[src/rtl/b64e_pkg.sv]
// Shared types, constants and the base64 alphabet function for the stream encoder.
package b64e_pkg;

    // Most characters one request can produce: sextet, flush sextet, two pads
    localparam int MAX_CHARS = 4;
    localparam int IDX_W = 2;
    localparam int CHAR_W = 7;

    // Default depth of the queue between front and back
    localparam int QUEUE_DEPTH_DEFAULT = 2;

    // ASCII '=' used for padding
    localparam logic [CHAR_W-1:0] PAD_CODE = 7'd61;

    // Count of pending message bits
    typedef enum logic [1:0] {
        PH_NONE = 2'd0,
        PH_TWO  = 2'd1,
        PH_FOUR = 2'd2
    } phase_t;

    // Work for the back end: the characters of one request in output order
    typedef struct packed {
        logic [MAX_CHARS-1:0][CHAR_W-1:0] chars;
        logic [IDX_W-1:0]                 last_idx;
        logic                             final_req;
    } job_t;

    // Standard alphabet: A-Z, a-z, 0-9, '+', '/'
    function automatic logic [CHAR_W-1:0] b64e_char(input logic [5:0] sextet);
        logic [CHAR_W-1:0] s;
        logic [CHAR_W-1:0] code;
        s = {1'b0, sextet};
        if (sextet < 6'd26) begin
            code = 7'd65 + s;
        end else if (sextet < 6'd52) begin
            code = 7'd71 + s;
        end else if (sextet < 6'd62) begin
            code = s - 7'd4;
        end else if (sextet == 6'd62) begin
            code = 7'd43;
        end else begin
            code = 7'd47;
        end
        return code;
    endfunction

endpackage

[src/rtl/b64e_front.sv]
// Front end: accepts message bytes, tracks pending bits and builds character jobs.
module b64e_front
    import b64e_pkg::*;
(
    input  logic       clk,
    input  logic       rst_n,
    input  logic       byte_valid,
    input  logic [7:0] data_byte,
    input  logic       final_byte,
    input  logic       queue_full,
    output logic       push,
    output job_t       push_job
);

    phase_t     phase_reg;
    phase_t     phase_next;
    logic [3:0] leftover_reg;
    logic [3:0] leftover_next;
    job_t       job;

    assign push     = byte_valid && !queue_full;
    assign push_job = job;

    // Split the byte against pending bits; on a final byte that leaves bits over, add flush and pads
    always_comb
    begin
        job.chars     = {MAX_CHARS{PAD_CODE}};
        job.last_idx  = '0;
        job.final_req = final_byte;
        phase_next    = PH_NONE;
        leftover_next = '0;
        unique case (phase_reg)
            PH_TWO:
            begin
                job.chars[0] = b64e_char({leftover_reg[1:0], data_byte[7:4]});
                if (final_byte)
                begin
                    job.chars[1] = b64e_char({data_byte[3:0], 2'b00});
                    job.last_idx = 2'd2;
                end
                else
                begin
                    phase_next    = PH_FOUR;
                    leftover_next = data_byte[3:0];
                end
            end
            PH_FOUR:
            begin
                job.chars[0] = b64e_char({leftover_reg, data_byte[7:6]});
                job.chars[1] = b64e_char(data_byte[5:0]);
                job.last_idx = 2'd1;
            end
            default:
            begin
                // no pending bits (unused code behaves the same)
                job.chars[0] = b64e_char(data_byte[7:2]);
                if (final_byte)
                begin
                    job.chars[1] = b64e_char({data_byte[1:0], 4'b0000});
                    job.last_idx = 2'd3;
                end
                else
                begin
                    phase_next    = PH_TWO;
                    leftover_next = {2'b00, data_byte[1:0]};
                end
            end
        endcase
    end

    // Pending-bit state
    always_ff @(posedge clk or negedge rst_n)
    begin
        if (!rst_n)
        begin
            phase_reg    <= PH_NONE;
            leftover_reg <= '0;
        end
        else if (push)
        begin
            phase_reg    <= phase_next;
            leftover_reg <= leftover_next;
        end
    end

endmodule

[src/rtl/b64e_queue.sv]
// Short job queue between the front and back ends.
module b64e_queue
    import b64e_pkg::*;
#(
    parameter int DEPTH = QUEUE_DEPTH_DEFAULT
)
(
    input  logic clk,
    input  logic rst_n,
    input  logic push,
    input  job_t push_job,
    input  logic pop,
    output logic full,
    output logic head_valid,
    output job_t head_job
);

    localparam int PW = (DEPTH > 1) ? $clog2(DEPTH) : 1;
    localparam int CW = $clog2(DEPTH + 1);

    job_t          entry_reg [DEPTH];
    logic [PW-1:0] wr_ptr_reg;
    logic [PW-1:0] rd_ptr_reg;
    logic [CW-1:0] count_reg;

    assign full       = (count_reg == CW'(DEPTH));
    assign head_valid = (count_reg != '0);
    assign head_job   = entry_reg[rd_ptr_reg];

    function automatic logic [PW-1:0] wrap_inc(input logic [PW-1:0] p);
        return (p == PW'(DEPTH - 1)) ? '0 : p + 1'b1;
    endfunction

    // Entry storage
    always_ff @(posedge clk)
    begin
        if (push)
        begin
            entry_reg[wr_ptr_reg] <= push_job;
        end
    end

    // Pointers and fill count
    always_ff @(posedge clk or negedge rst_n)
    begin
        if (!rst_n)
        begin
            wr_ptr_reg <= '0;
            rd_ptr_reg <= '0;
            count_reg  <= '0;
        end
        else
        begin
            if (push)
            begin
                wr_ptr_reg <= wrap_inc(wr_ptr_reg);
            end
            if (pop)
            begin
                rd_ptr_reg <= wrap_inc(rd_ptr_reg);
            end
            if (push && !pop)
            begin
                count_reg <= count_reg + 1'b1;
            end
            else if (pop && !push)
            begin
                count_reg <= count_reg - 1'b1;
            end
        end
    end

endmodule

[src/rtl/b64e_back.sv]
// Back end: walks the head job one character per cycle, while the output is not stalled, into the output register.
module b64e_back
    import b64e_pkg::*;
(
    input  logic              clk,
    input  logic              rst_n,
    input  logic              head_valid,
    input  job_t              head_job,
    output logic              pop,
    output logic              char_valid,
    input  logic              char_stall,
    output logic [CHAR_W-1:0] char_code,
    output logic              run_end,
    output logic              message_end
);

    logic [IDX_W-1:0]  idx_reg;
    logic              out_valid_reg;
    logic [CHAR_W-1:0] char_reg;
    logic              run_end_reg;
    logic              msg_end_reg;
    logic              load;
    logic              is_last;

    assign load    = head_valid && (!out_valid_reg || !char_stall);
    assign is_last = (idx_reg == head_job.last_idx);
    assign pop     = load && is_last;

    assign char_valid  = out_valid_reg;
    assign char_code   = char_reg;
    assign run_end     = run_end_reg;
    assign message_end = msg_end_reg;

    // Character index within the head job, and output valid
    always_ff @(posedge clk or negedge rst_n)
    begin
        if (!rst_n)
        begin
            idx_reg       <= '0;
            out_valid_reg <= 1'b0;
        end
        else
        begin
            if (load)
            begin
                idx_reg <= is_last ? '0 : idx_reg + 1'b1;
            end
            if (load)
            begin
                out_valid_reg <= 1'b1;
            end
            else if (!char_stall)
            begin
                out_valid_reg <= 1'b0;
            end
        end
    end

    // Output payload
    always_ff @(posedge clk)
    begin
        if (load)
        begin
            char_reg    <= head_job.chars[idx_reg];
            run_end_reg <= is_last;
            msg_end_reg <= is_last && head_job.final_req;
        end
    end

endmodule

[src/rtl/base64_stream_encoder_unit.sv]
// Top level of the streaming base64 encoder.
//
//  channel  | handshake              | payload
//  ---------+------------------------+-----------------------------------
//  byte in  | byte_valid, byte_stall | data_byte[7:0], final_byte
//  char out | char_valid, char_stall | char_code[6:0], run_end, message_end
//
// The back end issues one character per cycle while char_stall is low; a byte
// yields one or two characters, or two to four on the final byte of a message.
// The output register is the limit: sustained rate is one character a cycle while char_stall is low.
// A byte's first character passes through a queue entry and then the output register before it is valid.
// Reset clears the pending bits, the queue pointers and count, and the output valid.
// Bytes keep flowing into the queue while the output is stalled, until it fills.
module base64_stream_encoder_unit
    import b64e_pkg::*;
#(
    parameter int QUEUE_DEPTH = QUEUE_DEPTH_DEFAULT
)
(
    input  logic              clk,
    input  logic              rst_n,
    input  logic              byte_valid,
    output logic              byte_stall,
    input  logic [7:0]        data_byte,
    input  logic              final_byte,
    output logic              char_valid,
    input  logic              char_stall,
    output logic [CHAR_W-1:0] char_code,
    output logic              run_end,
    output logic              message_end
);

    logic push;
    job_t push_job;
    logic pop;
    logic full;
    logic head_valid;
    job_t head_job;

    assign byte_stall = full;

    b64e_front u_front (
        .clk        (clk),
        .rst_n      (rst_n),
        .byte_valid (byte_valid),
        .data_byte  (data_byte),
        .final_byte (final_byte),
        .queue_full (full),
        .push       (push),
        .push_job   (push_job)
    );

    b64e_queue #(
        .DEPTH (QUEUE_DEPTH)
    ) u_queue (
        .clk        (clk),
        .rst_n      (rst_n),
        .push       (push),
        .push_job   (push_job),
        .pop        (pop),
        .full       (full),
        .head_valid (head_valid),
        .head_job   (head_job)
    );

    b64e_back u_back (
        .clk         (clk),
        .rst_n       (rst_n),
        .head_valid  (head_valid),
        .head_job    (head_job),
        .pop         (pop),
        .char_valid  (char_valid),
        .char_stall  (char_stall),
        .char_code   (char_code),
        .run_end     (run_end),
        .message_end (message_end)
    );

endmodule

[config.mk]
export PLATFORM = sky130hd
export DESIGN_NAME = base64_stream_encoder_unit
export DESIGN_NICKNAME = d
export VERILOG_FILES = /design/src/rtl/b64e_pkg.sv /design/src/rtl/b64e_front.sv /design/src/rtl/b64e_queue.sv /design/src/rtl/b64e_back.sv /design/src/rtl/base64_stream_encoder_unit.sv
export SDC_FILE = /design/constraint.sdc
export NUM_CORES = 1
export LEC_CHECK = 0
export BUFFER_PORTS_ARGS = -buffer_cell sky130_fd_sc_hd__buf_2
export CORE_MARGIN = 4
export CORE_UTILIZATION = 35
export CTS_CLUSTER_DIAMETER = 100
export DETAILED_ROUTE_END_ITERATION = 8
export GPL_TIMING_DRIVEN = 0
export PLACE_DENSITY_LB_ADDON = 0.05
export SETUP_SLACK_MARGIN = 0.2
export SLEW_MARGIN = 20
export SYNTH_ARGS = -nofsm -noshare
export SYNTH_HDL_FRONTEND = slang
export SYNTH_SLANG_ARGS = --single-unit
[constraint.sdc]
create_clock -name clk -period 2.9 [get_ports clk]
set_input_delay 0.145 -clock clk [delete_from_list [all_inputs] [get_ports clk]]
set_output_delay 0.145 -clock clk [all_outputs]
set_load 0.005 [all_outputs]
==> run_summary.xml <==
<?xml version="1.0" encoding="UTF-8"?>
<metrics>
  <group name="sta">
    <metric name="worst_hold_slack" unit="ps">58.89</metric>
    <metric name="rsz0062_at_grt" unit="">false</metric>
    <metric name="setup_violations" unit="">0</metric>
    <metric name="max-slew-margin-rel" unit="%">44.22</metric>
    <metric name="fin_setup_tns" unit="ps">0</metric>
    <metric name="worst_clock_skew" unit="ps">7.527</metric>
    <metric name="hold_violations" unit="">0</metric>
    <metric name="max_clock_freq" unit="MHz">386.6</metric>
    <metric name="min_period_over_period" unit="%">89.20</metric>
    <metric name="pins_over_their_slew_limit" unit="">0</metric>
    <metric name="layout_min_cycle_time" unit="ps">2587</metric>
    <metric name="worst_slew_pin_slew" unit="ps">836.6</metric>
  </group>
  <group name="logic_synthesis">
    <metric name="synth_simple_gate_area_share" unit="%">16.11</metric>
    <metric name="synth.area.mux_share" unit="%">7.091</metric>
    <metric name="synth_nets" unit="">490</metric>
    <metric name="synth_seq_area_share" unit="%">37.86</metric>
    <metric name="async_flop_share" unit="%">23.21</metric>
    <metric name="synthDominantAreaCellType" unit="">sky130_fd_sc_hd__edfxtp_1</metric>
    <metric name="ys_types" unit="">64</metric>
    <metric name="yosys-top-cells-area" unit="">sky130_fd_sc_hd__edfxtp_1 30%, sky130_fd_sc_hd__dfrtp_1 7.6%, sky130_fd_sc_hd__ha_1 7.6%</metric>
    <metric name="synth-compound-area-share" unit="%">20.36</metric>
    <metric name="yosys.area_share.xor_xnor" unit="%">4.717</metric>
    <metric name="synthesis.area_per_instance" unit="µm²">9.469</metric>
    <metric name="yosys_warnings" unit="">0</metric>
    <metric name="dominant_combinational_cell_family_by_area_after_synthesis" unit="">compound AO/OA/AOI/OAI gates</metric>
    <metric name="synth.cell_area" unit="µm²">4270</metric>
    <metric name="postSynthCellCount" unit="">451</metric>
    <metric name="most_instantiated_flip_flop_cell_in_the_synthesis_netlist" unit="">sky130_fd_sc_hd__edfxtp_1</metric>
    <metric name="yosys.area_share.adder" unit="%">7.618</metric>
    <metric name="synth_edf_count" unit="">43</metric>
    <metric name="fraction_of_synthesized_cell_area_taken_by_the_top_area_cell_type" unit="%">30.24</metric>
    <metric name="ys_seq_elements" unit="">56</metric>
  </group>
  <group name="placed_design">
    <metric name="placed_area" unit="µm²">4583</metric>
    <metric name="gpl.final_weighted_congestion" unit="">0.8783</metric>
    <metric name="port_buffers" unit="">23</metric>
    <metric name="numPlacedInstances" unit="">622</metric>
    <metric name="dp_hpwl" unit="mm">9.028</metric>
  </group>
  <group name="route">
    <metric name="routed_wire_length_per_instance" unit="µm">18.74</metric>
    <metric name="drt_drc_violations_left" unit="">0</metric>
    <metric name="route.detailed.vias_per_inst" unit="">5.561</metric>
    <metric name="antenna_left" unit="">0</metric>
    <metric name="number_of_search_and_repair_iterations_in_the_first_detailed_routing_pass" unit="">5</metric>
    <metric name="num_vias" unit="">3531</metric>
    <metric name="dr.first_iter.drc_count" unit="">258</metric>
    <metric name="route.final.wire_length" unit="mm">11.90</metric>
  </group>
  <group name="finish">
    <metric name="final.fill_count" unit="">1241</metric>
    <metric name="stdcell_count" unit="">635</metric>
    <metric name="area_of_all_placed_cells_without_fillers" unit="µm²">4871</metric>
    <metric name="layout.cells.most_common_list" unit="">45 x sky130_fd_sc_hd__nand2_1, 43 x sky130_fd_sc_hd__edfxtp_1, 37 x sky130_fd_sc_hd__buf_2</metric>
    <metric name="syn2layout_area_growth" unit="%">14.06</metric>
    <metric name="mostFrequentLayoutCell" unit="">sky130_fd_sc_hd__nand2_1</metric>
    <metric name="largest_register_ff_count" unit="">34</metric>
    <metric name="layout-drive-gt1-share" unit="%">19.67</metric>
    <metric name="antenna-diode-count" unit="">0</metric>
    <metric name="nets" unit="">526</metric>
  </group>
  <group name="worst_setup_path">
    <metric name="worst-path-max-fanout" unit="">10</metric>
    <metric name="worst_ep_required_time" unit="ps">2880</metric>
    <metric name="sort_of_element_at_the_start_of_the_critical_path" unit="">flop</metric>
    <metric name="timing_worst_setup_path_type" unit="">reg2reg</metric>
    <metric name="cp.arrival" unit="ps">2570</metric>
    <metric name="timing.critical_path.slowest_stage_cell" unit="">sky130_fd_sc_hd__dfrtp_2</metric>
    <metric name="critical-path-top-delay-family" unit="">buffers and inverters</metric>
    <metric name="cp_slowest_stage_delay" unit="ps">430</metric>
    <metric name="path_cells" unit="">buf_4 &gt; clkinvlp_4 &gt; ha_2 &gt; and3b_1 &gt; buf_2 &gt; mux2i_1 &gt; mux2_2 &gt; a221oi_4 &gt; a31oi_2</metric>
    <metric name="timing.critical_path.buf_inv" unit="">3</metric>
    <metric name="critical_path.endpoint_type" unit="">flop</metric>
  </group>
  <group name="job">
    <metric name="maxCapViolations" unit="">0</metric>
  </group>
  <group name="floorplan">
    <metric name="die_width" unit="µm">118.5</metric>
    <metric name="die_height" unit="µm">118.5</metric>
    <metric name="fp-row-count" unit="">40</metric>
    <metric name="start_util" unit="%">35.70</metric>
    <metric name="die_area" unit="µm²">14030</metric>
    <metric name="core_box_area" unit="µm²">11960</metric>
    <metric name="top_level_ports" unit="">24</metric>
  </group>
  <group name="global_routing">
    <metric name="gr_overflow_total" unit="">0</metric>
    <metric name="grt_first_pass_wirelength" unit="mm">19.05</metric>
    <metric name="grt_util_all_layers" unit="%">16.99</metric>
    <metric name="antenna_found_initial" unit="">0</metric>
    <metric name="grt_start_max_net_pins" unit="">18</metric>
    <metric name="grt_pass1_vias" unit="">3417</metric>
  </group>
  <group name="outcome">
    <metric name="run_status" unit="">complete, no violations</metric>
  </group>
  <group name="clocking">
    <metric name="clkTransAtPathRegs" unit="ps">70</metric>
    <metric name="clock_insertion_delay_worst_skew" unit="ps">290</metric>
    <metric name="cts_buffer_depth" unit="">2</metric>
    <metric name="cts.sinks" unit="">56</metric>
    <metric name="ctsHtreeMaxLevel" unit="">2</metric>
    <metric name="clock-root-buffer" unit="">sky130_fd_sc_hd__clkbuf_16</metric>
    <metric name="tritoncts_clock_tree" unit="">built</metric>
    <metric name="numCtsBuffers" unit="">5</metric>
  </group>
  <group name="pwr">
    <metric name="cellLeakagePower" unit="nW">1.840</metric>
    <metric name="power_density_over_the_cells" unit="nW/µm²">869.5</metric>
    <metric name="p_total" unit="mW">4.235</metric>
    <metric name="vdd_ir_drop_max" unit="mV">0.2803</metric>
  </group>
  <group name="min_path">
    <metric name="worst_hold_path_type" unit="">in2reg</metric>
  </group>
</metrics>
==> layer usage <==
| layer | wire length, µm | vias up | track usage (%) |
|---|---|---|---|
| met5 | 0 | - | 0 |
| met4 | 132 | 0 | 4.924 |
| met3 | 328 | 12 | 1.675 |
| met2 | 5813 | 72 | 29.08 |
| met1 | 5623 | 1710 | 22.85 |
| li1 | - | 1737 | - |
==> Yosys cell counts, types with 4 or more instances <==
master,n
sky130_fd_sc_hd__nor3_1,10
sky130_fd_sc_hd__ha_1,26
sky130_fd_sc_hd__a221oi_1,4
sky130_fd_sc_hd__a21o_1,4
sky130_fd_sc_hd__o31ai_1,4
sky130_fd_sc_hd__nand2b_1,7
sky130_fd_sc_hd__edfxtp_1,43
sky130_fd_sc_hd__xnor2_1,19
sky130_fd_sc_hd__mux4_2,7
sky130_fd_sc_hd__a211o_1,7
sky130_fd_sc_hd__nor2b_1,7
sky130_fd_sc_hd__buf_2,15
sky130_fd_sc_hd__a21oi_1,33
sky130_fd_sc_hd__xor2_1,4
sky130_fd_sc_hd__mux2_2,4
sky130_fd_sc_hd__and2_1,4
sky130_fd_sc_hd__a221o_1,4
sky130_fd_sc_hd__o21ai_0,22
sky130_fd_sc_hd__a31oi_1,9
sky130_fd_sc_hd__nor2_1,19
sky130_fd_sc_hd__o211ai_1,9
sky130_fd_sc_hd__clkbuf_1,10
sky130_fd_sc_hd__or2_2,5
sky130_fd_sc_hd__nand4_1,6
sky130_fd_sc_hd__buf_1,4
sky130_fd_sc_hd__nand2_1,45
sky130_fd_sc_hd__dfrtp_1,13
sky130_fd_sc_hd__inv_1,24
sky130_fd_sc_hd__nand3_1,20
sky130_fd_sc_hd__mux2i_1,10
==> tightest hold or removal path: stages <==
cell                      delay, ps
sky130_fd_sc_hd__buf_2           70
sky130_fd_sc_hd__nand2_1         50
sky130_fd_sc_hd__nand2_1         50
==> path summary, 6_finish.rpt <==
kind,from,to,slack (ps),cells after the start
min in group asynchronous,rst_n,u_back.char_valid$_DFFE_PN0P_,270,2
min reg2reg,u_back.char_valid$_DFFE_PN0P_,u_back.char_valid$_DFFE_PN0P_,470,2
min,char_stall,u_back.char_valid$_DFFE_PN0P_,60,3
max,u_front.leftover_reg[1]$_DFFE_PN0P_,u_queue.entry_reg[1][4]$_DFFE_PP_,310,9
max reg2reg,u_front.leftover_reg[1]$_DFFE_PN0P_,u_queue.entry_reg[1][4]$_DFFE_PP_,310,9
max in group asynchronous,rst_n,u_front.leftover_reg[0]$_DFFE_PN0P_,2380,2
==> logic make-up after synthesis <==
group | after synthesis
flops | 56
xor+xnor | 23
buf+inv | 59
compound gates | 128
fa+ha+maj | 26
mux | 21
simple gates | 138
==> what timing repair did <==
item | CTS | global route
hold buffers | 1 | 0
setup buffers | 0 | 4
hold endpoints to repair | 13 | 0
pin swaps | 0 | 0
setup endpoints to repair | 12 | 12
resized for setup | 9 | 13
==> layout make-up <==
type | instances | area (µm²) | share of cell area, %
Timing Repair Buffer | 29 | 166.4 | 3.416
Inverter | 25 | 101.3 | 2.081
Sequential cell | 56 | 1619 | 33.24
Clock buffer | 8 | 177.7 | 3.648
Multi-Input combinational cell | 336 | 2435 | 49.99
Buffer | 34 | 187.7 | 3.853
Tap cell | 147 | 183.9 | 3.776
==> per-stage QoR <==
step,setup WS [ps],util [%]
finish,313.3,40.72
global route,208.4,40.72
CTS,208.6,40.08
detailed placement,-149.5,38.32
global placement,-186.2,38.20
floorplan,534.8,-
==> power by group <==
group	switching (mW)	internal, mW	leakage (nW)
clock	0.261	0.420	0.0883
sequential	0.118	1.36	0.562
combinational	1.24	0.839	1.19
total	1.62	2.62	1.84
(Power assumes the default switching activity.)
